**src/hdl/stbs_pkg.sv**
```systemverilog
// Shared types and constants for the sorted-table binary search core.
// No dependencies; imported by every module of the block.
package stbs_pkg;

	// Table geometry
	localparam int TABLE_DEPTH = 16;
	localparam int IDX_W       = $clog2(TABLE_DEPTH);
	localparam int DATA_W      = 32;
	localparam int CNT_W       = 5;

	// Stream payload widths (fields packed from bit 0, padded to bytes)
	localparam int IN_FIELDS_W  = IDX_W + 2 * DATA_W;
	localparam int IN_TDATA_W   = ((IN_FIELDS_W + 7) / 8) * 8;
	localparam int OUT_FIELDS_W = 1 + IDX_W;
	localparam int OUT_TDATA_W  = ((OUT_FIELDS_W + 7) / 8) * 8;

	// Command queue between front and back
	localparam int QUEUE_DEPTH = 4;
	localparam int QPTR_W      = $clog2(QUEUE_DEPTH);

	typedef enum logic {
		CMD_WRITE  = 1'b0,
		CMD_SEARCH = 1'b1
	} cmd_t;

	// One queued command: value is the entry for a write, the key for a search
	typedef struct packed {
		cmd_t                     cmd;
		logic [IDX_W-1:0]         index;
		logic signed [DATA_W-1:0] value;
	} q_item_t;

	// Queue status seen by the front and back
	typedef struct packed {
		logic full;
		logic empty;
	} q_status_t;

endpackage

```
**src/hdl/stbs_queue.sv**
```systemverilog
// Small FIFO of classified commands between the front and back parts.
// Depends on stbs_pkg.
module stbs_queue
	import stbs_pkg::*;
(
	input  logic      clk,
	input  logic      arst_n,
	input  logic      push,
	input  q_item_t   push_item,
	input  logic      pop,
	output q_item_t   head_item,
	output q_status_t status
);

	q_item_t           q_mem_q [QUEUE_DEPTH];
	logic [QPTR_W-1:0] wr_ptr_q;
	logic [QPTR_W-1:0] rd_ptr_q;
	logic [QPTR_W:0]   count_q;

	// Storage, written at the tail
	always_ff @(posedge clk) begin
		if (push) begin
			q_mem_q[wr_ptr_q] <= push_item;
		end
	end

	// Pointers and fill count
	always_ff @(posedge clk or negedge arst_n) begin
		if (!arst_n) begin
			wr_ptr_q <= '0;
			rd_ptr_q <= '0;
			count_q  <= '0;
		end else begin
			if (push) begin
				wr_ptr_q <= wr_ptr_q + 1'b1;
			end
			if (pop) begin
				rd_ptr_q <= rd_ptr_q + 1'b1;
			end
			if (push && !pop) begin
				count_q <= count_q + 1'b1;
			end else if (pop && !push) begin
				count_q <= count_q - 1'b1;
			end
		end
	end

	assign head_item    = q_mem_q[rd_ptr_q];
	assign status.full  = (count_q == (QPTR_W+1)'(QUEUE_DEPTH));
	assign status.empty = (count_q == '0);

endmodule

```
**src/hdl/stbs_front.sv**
```systemverilog
// Front part: takes input transactions, classifies them and queues them.
// Depends on stbs_pkg.
module stbs_front
	import stbs_pkg::*;
(
	input  logic                  s_axis_tvalid,
	output logic                  s_axis_tready,
	input  logic [IN_TDATA_W-1:0] s_axis_tdata,
	input  logic                  s_axis_tuser,
	input  q_status_t             q_status,
	output logic                  q_push,
	output q_item_t               q_item
);

	logic [IDX_W-1:0]         entry_index;
	logic signed [DATA_W-1:0] entry_value;
	logic signed [DATA_W-1:0] search_key;

	// Unpack fields
	assign entry_index = s_axis_tdata[IDX_W-1:0];
	assign entry_value = s_axis_tdata[IDX_W +: DATA_W];
	assign search_key  = s_axis_tdata[IDX_W+DATA_W +: DATA_W];

	// Accept whenever the queue has room
	assign s_axis_tready = !q_status.full;
	assign q_push        = s_axis_tvalid && s_axis_tready;

	// Classify: a write carries its entry, a search carries its key
	always_comb begin
		q_item.cmd   = cmd_t'(s_axis_tuser);
		q_item.index = entry_index;
		unique case (cmd_t'(s_axis_tuser))
			CMD_WRITE:  q_item.value = entry_value;
			CMD_SEARCH: q_item.value = search_key;
			default:    q_item.value = search_key;
		endcase
	end

endmodule

```
**src/hdl/stbs_back.sv**
```systemverilog
// Back part: table memory, iterative search sequencer and result register.
// Depends on stbs_pkg.
module stbs_back
	import stbs_pkg::*;
(
	input  logic                   clk,
	input  logic                   arst_n,
	input  logic                   cfg_valid,
	input  logic [CNT_W-1:0]       cfg_data,
	input  q_status_t              q_status,
	input  q_item_t                q_item,
	output logic                   q_pop,
	output logic                   m_axis_tvalid,
	input  logic                   m_axis_tready,
	output logic [OUT_TDATA_W-1:0] m_axis_tdata
);

	typedef enum logic [1:0] {
		ST_IDLE,
		ST_ISSUE,
		ST_COMPARE,
		ST_DONE
	} state_t;

	state_t                   state_q;
	logic [CNT_W-1:0]         entry_count_q;
	logic signed [DATA_W-1:0] key_q;
	logic [IDX_W:0]           lo_q;
	logic signed [IDX_W+1:0]  hi_q;
	logic [IDX_W-1:0]         mid_q;
	logic                     hit_q;
	logic [IDX_W-1:0]         where_q;
	logic                     out_valid_q;
	logic                     out_found_q;
	logic [IDX_W-1:0]         out_index_q;

	logic signed [DATA_W-1:0] table_mem [TABLE_DEPTH];
	logic signed [DATA_W-1:0] rdata_q;

	logic [CNT_W-1:0]         count_sat;
	logic signed [IDX_W+1:0]  hi_init;
	logic                     in_range;
	logic [IDX_W+1:0]         mid_sum;
	logic [IDX_W-1:0]         mid;
	logic                     mem_we;
	logic                     mem_re;
	logic                     out_load;

	// Entry count register, saturated to the table depth where it is read
	always_ff @(posedge clk or negedge arst_n) begin
		if (!arst_n) begin
			entry_count_q <= CNT_W'(TABLE_DEPTH);
		end else if (cfg_valid) begin
			entry_count_q <= cfg_data;
		end
	end

	assign count_sat = (entry_count_q > CNT_W'(TABLE_DEPTH)) ? CNT_W'(TABLE_DEPTH)
	                                                         : entry_count_q;
	assign hi_init   = $signed((IDX_W+2)'(count_sat)) - (IDX_W+2)'(1);

	// Probe midpoint, rounded down
	assign in_range = $signed({1'b0, lo_q}) <= hi_q;
	assign mid_sum  = {1'b0, lo_q} + {1'b0, hi_q[IDX_W:0]};
	assign mid      = mid_sum[IDX_W:1];

	assign q_pop  = (state_q == ST_IDLE) && !q_status.empty;
	assign mem_we = q_pop && (q_item.cmd == CMD_WRITE);
	assign mem_re = (state_q == ST_ISSUE) && in_range;

	// Result register loads when the search is done and the slot is free
	assign out_load = (state_q == ST_DONE) && (!out_valid_q || m_axis_tready);

	// Table memory: one write port, one registered read port
	always_ff @(posedge clk) begin
		if (mem_we) begin
			table_mem[q_item.index] <= q_item.value;
		end
		if (mem_re) begin
			rdata_q <= table_mem[mid];
		end
	end

	// Search sequencer and result register
	always_ff @(posedge clk or negedge arst_n) begin
		if (!arst_n) begin
			state_q     <= ST_IDLE;
			out_valid_q <= 1'b0;
			key_q       <= '0;
			lo_q        <= '0;
			hi_q        <= '0;
			mid_q       <= '0;
			hit_q       <= 1'b0;
			where_q     <= '0;
			out_found_q <= 1'b0;
			out_index_q <= '0;
		end else begin
			if (out_load) begin
				out_valid_q <= 1'b1;
				out_found_q <= hit_q;
				out_index_q <= where_q;
			end else if (m_axis_tready) begin
				out_valid_q <= 1'b0;
			end
			unique case (state_q)
				ST_IDLE: begin
					if (q_pop && q_item.cmd == CMD_SEARCH) begin
						key_q   <= q_item.value;
						lo_q    <= '0;
						hi_q    <= hi_init;
						state_q <= ST_ISSUE;
					end
				end
				ST_ISSUE: begin
					if (in_range) begin
						mid_q   <= mid;
						state_q <= ST_COMPARE;
					end else begin
						hit_q   <= 1'b0;
						where_q <= '0;
						state_q <= ST_DONE;
					end
				end
				ST_COMPARE: begin
					if (key_q == rdata_q) begin
						hit_q   <= 1'b1;
						where_q <= mid_q;
						state_q <= ST_DONE;
					end else if (key_q < rdata_q) begin
						hi_q    <= $signed({2'b00, mid_q}) - (IDX_W+2)'(1);
						state_q <= ST_ISSUE;
					end else begin
						lo_q    <= {1'b0, mid_q} + (IDX_W+1)'(1);
						state_q <= ST_ISSUE;
					end
				end
				ST_DONE: begin
					if (out_load) begin
						state_q <= ST_IDLE;
					end
				end
				default: state_q <= ST_IDLE;
			endcase
		end
	end

	assign m_axis_tvalid = out_valid_q;
	assign m_axis_tdata  = {{(OUT_TDATA_W-OUT_FIELDS_W){1'b0}}, out_index_q, out_found_q};

endmodule

```
**src/hdl/sorted_table_binary_search_core.sv**
```systemverilog
// Top level of the sorted-table binary search core.
// Depends on stbs_pkg, stbs_front, stbs_queue and stbs_back.
//
// Channel   | Direction | Transaction moves
// ----------+-----------+-----------------------------------------------
// s_axis    | in        | tuser: command; tdata: entry_index, entry_value,
//           |           |   search_key
// m_axis    | out       | tdata: found, match_index (one per search)
// cfg       | in        | data: entry_count
//
// A write goes into the table memory as it is popped. A search makes P probes
// (at most 5 for 16 entries), each one registered read of the table memory and
// one compare; a miss ends with one more range check. The search waits in its
// done state while a result waits in the result register.
// The queue holds four commands, so until it is full input is taken while the
// back part works and while a result waits in the output register.
// arst_n clears control state and sets entry_count to 16; the table is not
// cleared. The cfg channel is always ready.
module sorted_table_binary_search_core
	import stbs_pkg::*;
(
	input  logic                   clk,
	input  logic                   arst_n,
	input  logic                   s_axis_tvalid,
	output logic                   s_axis_tready,
	// [3:0] entry_index, [35:4] entry_value, [67:36] search_key, [71:68] zero
	input  logic [IN_TDATA_W-1:0]  s_axis_tdata,
	// [0] command
	input  logic                   s_axis_tuser,
	output logic                   m_axis_tvalid,
	input  logic                   m_axis_tready,
	// [0] found, [4:1] match_index, [7:5] zero
	output logic [OUT_TDATA_W-1:0] m_axis_tdata,
	input  logic                   cfg_valid,
	output logic                   cfg_ready,
	input  logic [CNT_W-1:0]       cfg_data
);

	q_status_t q_status;
	q_item_t   push_item;
	q_item_t   head_item;
	logic      q_push;
	logic      q_pop;

	assign cfg_ready = 1'b1;

	// Accept and classify
	stbs_front u_front (
		.s_axis_tvalid (s_axis_tvalid),
		.s_axis_tready (s_axis_tready),
		.s_axis_tdata  (s_axis_tdata),
		.s_axis_tuser  (s_axis_tuser),
		.q_status      (q_status),
		.q_push        (q_push),
		.q_item        (push_item)
	);

	// Decoupling queue
	stbs_queue u_queue (
		.clk       (clk),
		.arst_n    (arst_n),
		.push      (q_push),
		.push_item (push_item),
		.pop       (q_pop),
		.head_item (head_item),
		.status    (q_status)
	);

	// Table and search
	stbs_back u_back (
		.clk           (clk),
		.arst_n        (arst_n),
		.cfg_valid     (cfg_valid),
		.cfg_data      (cfg_data),
		.q_status      (q_status),
		.q_item        (head_item),
		.q_pop         (q_pop),
		.m_axis_tvalid (m_axis_tvalid),
		.m_axis_tready (m_axis_tready),
		.m_axis_tdata  (m_axis_tdata)
	);

	// A miss always reports index zero
	a_miss_index_zero: assert property (@(posedge clk) disable iff (!arst_n)
		(m_axis_tvalid && !m_axis_tdata[0]) |-> (m_axis_tdata[IDX_W:1] == '0))
		else $error("miss reported with nonzero index");

	// Queue never pushed when full
	a_no_overflow: assert property (@(posedge clk) disable iff (!arst_n)
		q_push |-> !q_status.full)
		else $error("command queue overflow");

	// Queue never popped when empty
	a_no_underflow: assert property (@(posedge clk) disable iff (!arst_n)
		q_pop |-> !q_status.empty)
		else $error("command queue underflow");

endmodule
```
**config.mk**
```make
export PLATFORM = sky130hd
export DESIGN_NAME = sorted_table_binary_search_core
export DESIGN_NICKNAME = d
export VERILOG_FILES = /design/src/hdl/stbs_pkg.sv /design/src/hdl/stbs_queue.sv /design/src/hdl/stbs_front.sv /design/src/hdl/stbs_back.sv /design/src/hdl/sorted_table_binary_search_core.sv
export SDC_FILE = /design/constraint.sdc
export NUM_CORES = 1
export LEC_CHECK = 0
export BUFFER_PORTS_ARGS = -buffer_cell sky130_fd_sc_hd__buf_4
export CAP_MARGIN = 20
export CORE_MARGIN = 2
export CORE_UTILIZATION = 45
export DETAILED_ROUTE_END_ITERATION = 10
export MAX_ROUTING_LAYER = met4
export SETUP_SLACK_MARGIN = 0.05
export SKIP_LAST_GASP = 1
export SLEW_MARGIN = 10
export SYNTH_ARGS = -nofsm -noshare
export SYNTH_HDL_FRONTEND = slang
export SYNTH_HIERARCHICAL = 1
export SYNTH_SLANG_ARGS = --single-unit
```
**constraint.sdc**
```tcl
create_clock -name clk -period 12.15 [get_ports clk]
set_input_delay 1.215 -clock clk [delete_from_list [all_inputs] [get_ports clk]]
set_output_delay 1.215 -clock clk [all_outputs]
set_load 0.005 [all_outputs]
```
==> out/results.ini <==
[logic_synthesis]
synth-main-ff-cell=edfxtp_1
synthesis.instances=1485
netlist_area_um2=30400
synth_area_leader_cell=edfxtp_1
synthTopCellsByArea=edfxtp_1 68%, mux4_2 12%, dfrtp_1 5.8%
ys_types=52
synth_edf_count=692
postSynthAreaPerCell_um2=20.5
synth-async-reset-ratio=0.0942
ys_warn_count=6
synth.top_cell.area_share=0.683
yosysMostFrequentCell=edfxtp_1
synth-seq-cells=764
ys_seq_area_frac=0.742
synthTopCellsByCount=692 x edfxtp_1, 165 x mux4_2, 71 x dfrtp_1, 66 x a22oi_1, 58 x nand2_1

[cells_and_area]
syn_to_final_growth_pct=14.2
drive_gt1_frac=0.302
regArea_um2=22600
nets=1755
nFillCells=5320
multi_input_area_um2=7390

[floorplanning]
ios=94
core_area_um2=67000
num_rows=95
initial_core_util=0.454
die-area_um2=69700
die_height_um=264
fp.dieW_um=264

[clock_tree]
cts-root-buf=clkbuf_16
cts-resized-gates=0
numCtsBuffers=80
tritoncts=done
clock_latency_ns=0.63
cts_htree_levels=3
clock_sinks=764
clk_pin_slew_ns=0.06
cts_setup_buffers=0
cts_hold_buffers=0
clockBufferDepth=3

[pwr]
ir_drop_mv=0.288
power_w=0.00994
pwr-share-seq=0.386
switching_share=0.332
p_per_area_nw_per_um2=286
p_int_w=0.00664
p_leak_nw=11.9
p_comb_frac=0.378
power_switching_w=0.00330
pwr-share-clk=0.236

[hold_path]
min_path_cells=1
hp-class=flip-flop to flip-flop
worst_hold_path.endpoint=u_back/hit_q
min-delay-start=u_back/hit_q

[global_route]
antenna_found_initial=1
grt_pass1_vias=15200
grt_pass1_wl_mm=95.3
grt_overflow=0
grt.total_usage=0.191
grt_start_max_net_pins=130

[critical_path]
crit_arrival_ns=4.43
max_stage_delay_ns=0.79
crit_path_top_delay_cell=buf_4
cp_cell_sequence=ha_1, fa_4, buf_4, buf_16, buf_4, mux4_2, a22oi_1, nand2_1
r2r_start=u_back/hi_q[0]
crit_type=flip-flop to flip-flop
cp_num_buf_inv=3
start_kind=flip-flop
end_kind=flip-flop
crit_family=buffers and inverters
required_ns=12.52
rrSetupSlack_ns=8.09
r2r-end=u_back/rdata_q[16]
worst_path_most_repeated_cell=buf_4
rr_worst_depth=8
path_max_fanout=45

[timing]
period_share=0.334
relSlewSlack=0.338
final.setup_skew_ns=0.0293
max_freq_ghz=0.246
setup-violations-final=0
setup_tns_ns=0
final_hold_viol_count=0
worstMarginPinSlew_ns=0.993
report.final.slew_viol_count=0
grt_setup_unrepaired=no
min_period_ns=4.06

[place]
gp_congestion=0.747
port_buffers=85
place_hpwl_mm=33.9

[detailed_routing]
first_pass_iters=5
vias=14400
drt_iter0_drc=1274
viasPerCell=5.65
routed_wl_mm=63.4
wl_per_cell_um=24.8
ant_nets=0
drc=0

[outcome]
status=complete, no violations

[job]
max_cap_violations=0

==> layout by cell type, fill, tap and decap left out, drive strengths merged, types with 8 or more instances in the layout <==
cell type | Yosys | final
mux4 | 165 | 165
clkbuf | 32 | 112
a22oi | 66 | 66
nand2 | 58 | 58
mux2 | 80 | 80
clkinv | 0 | 25
nor3 | 13 | 13
nand4 | 11 | 11
dfrtp | 71 | 71
buf | 41 | 119
o21ai | 11 | 11
a21oi | 18 | 18
inv | 57 | 59
nand3 | 8 | 8
xor2 | 9 | 9
ha | 54 | 54
edfxtp | 692 | 692
nor2 | 26 | 26
==> power groups by stage <==
stage | clock [W] | sequential (W) | combinational (W)
floorplan | 0 | 0.00381 | 0.00277
global placement | 0 | 0.00388 | 0.00373
detailed placement | 0 | 0.00389 | 0.00380
CTS | 0.00241 | 0.00384 | 0.00381
global route | 0.00251 | 0.00387 | 0.00412
finish | 0.00235 | 0.00383 | 0.00376
==> layout make-up <==
type | count | area share
Multi-Input combinational cell | 593 | 0.213
Inverter | 57 | 0.00616
Timing Repair Buffer | 120 | 0.0268
Clock inverter | 32 | 0.00915
Tap cell | 873 | 0.0314
Clock buffer | 111 | 0.0636
Antenna cell | 1 | 0.0000720
Sequential cell | 764 | 0.650
==> metal layers <==
| layer | global-route usage | wire length, um |
|---|---|---|
| met5 | - | 0 |
| met4 | 0.0504 | 1300 |
| met3 | 0.0302 | 3200 |
| met2 | 0.300 | 31000 |
| met1 | 0.264 | 27900 |
==> how the worst max path moves through the flow <==
stage / endpoint / start / cells past startpoint
detailed placement: u_back/rdata_q[16] / u_back/hi_q[0] / 7
global route: u_back/rdata_q[31] / u_back/hi_q[0] / 8
global placement: u_back/rdata_q[16] / u_back/hi_q[0] / 7
finish: u_back/rdata_q[16] / u_back/hi_q[0] / 8
floorplan: u_back/table_mem[0][0] / u_queue/rd_ptr_q[0] / 5
CTS: u_back/rdata_q[30] / u_back/hi_q[0] / 7
==> per-stage QoR <==
stage                     hold slack (ns)  setup WS (ns)  cells  utilization  cell area, um2
after detailed placement            0.466           7.70   2405        0.480           32200
after CTS                           0.479           7.70   2548        0.518           34700
after global placement              0.466           7.70   2405        0.480           32200
after global routing                0.495           7.79   2550        0.518           34700
final                               0.475           8.09   2551        0.518           34700
after floorplan                     0.446           7.88   1487            -           30400
==> worst reg2reg max path, delay by kind of cell, from the launching register on <==
family / cells / cell delay, ns
muxes: 1 / 0.62
AOI/OAI and AO/OA: 1 / 0.25
adders and majority gates: 2 / 1.00
DFF: 1 / 0.42
buffers and inverters: 3 / 1.45
and+or+nand+nor: 1 / 0.09
==> sequential cells by signal, indices dropped and copies added (netlist names) <==
| signal | count |
|---|---|
| u_back/rdata_q | 32 |
| u_back/table_mem | 512 |
| u_back/lo_q | 5 |
| u_back/out_index_q | 4 |
| u_back/where_q | 4 |
| u_back/mid_q | 4 |
| u_queue/q_mem_q | 148 |
| u_queue/count_q | 3 |
| u_back/entry_count_q | 5 |
| u_queue/rd_ptr_q | 2 |
| u_back/m_axis_tvalid | 1 |
| u_queue/wr_ptr_q | 2 |
| u_back/hit_q | 1 |
| u_back/hi_q | 6 |
| u_back/key_q | 32 |
| u_back/state_q | 2 |
| u_back/out_found_q | 1 |
==> kinds of logic (layout without fill, tap and decap cells) <==
family | after synthesis | in the layout | share of synthesized area
AND/OR/NAND/NOR | 142 | 142 | 0.0219
other | 2 | 5 | 0.000247
multiplexers | 252 | 252 | 0.158
XOR/XNOR | 16 | 16 | 0.00461
adder cells (fa/ha/maj) | 56 | 56 | 0.0235
flip-flops | 764 | 764 | 0.742
AO/OA/AOI/OAI | 123 | 123 | 0.0289
buffers and inverters | 130 | 320 | 0.0205
Note: power is estimated with default switching activity, not from simulation.
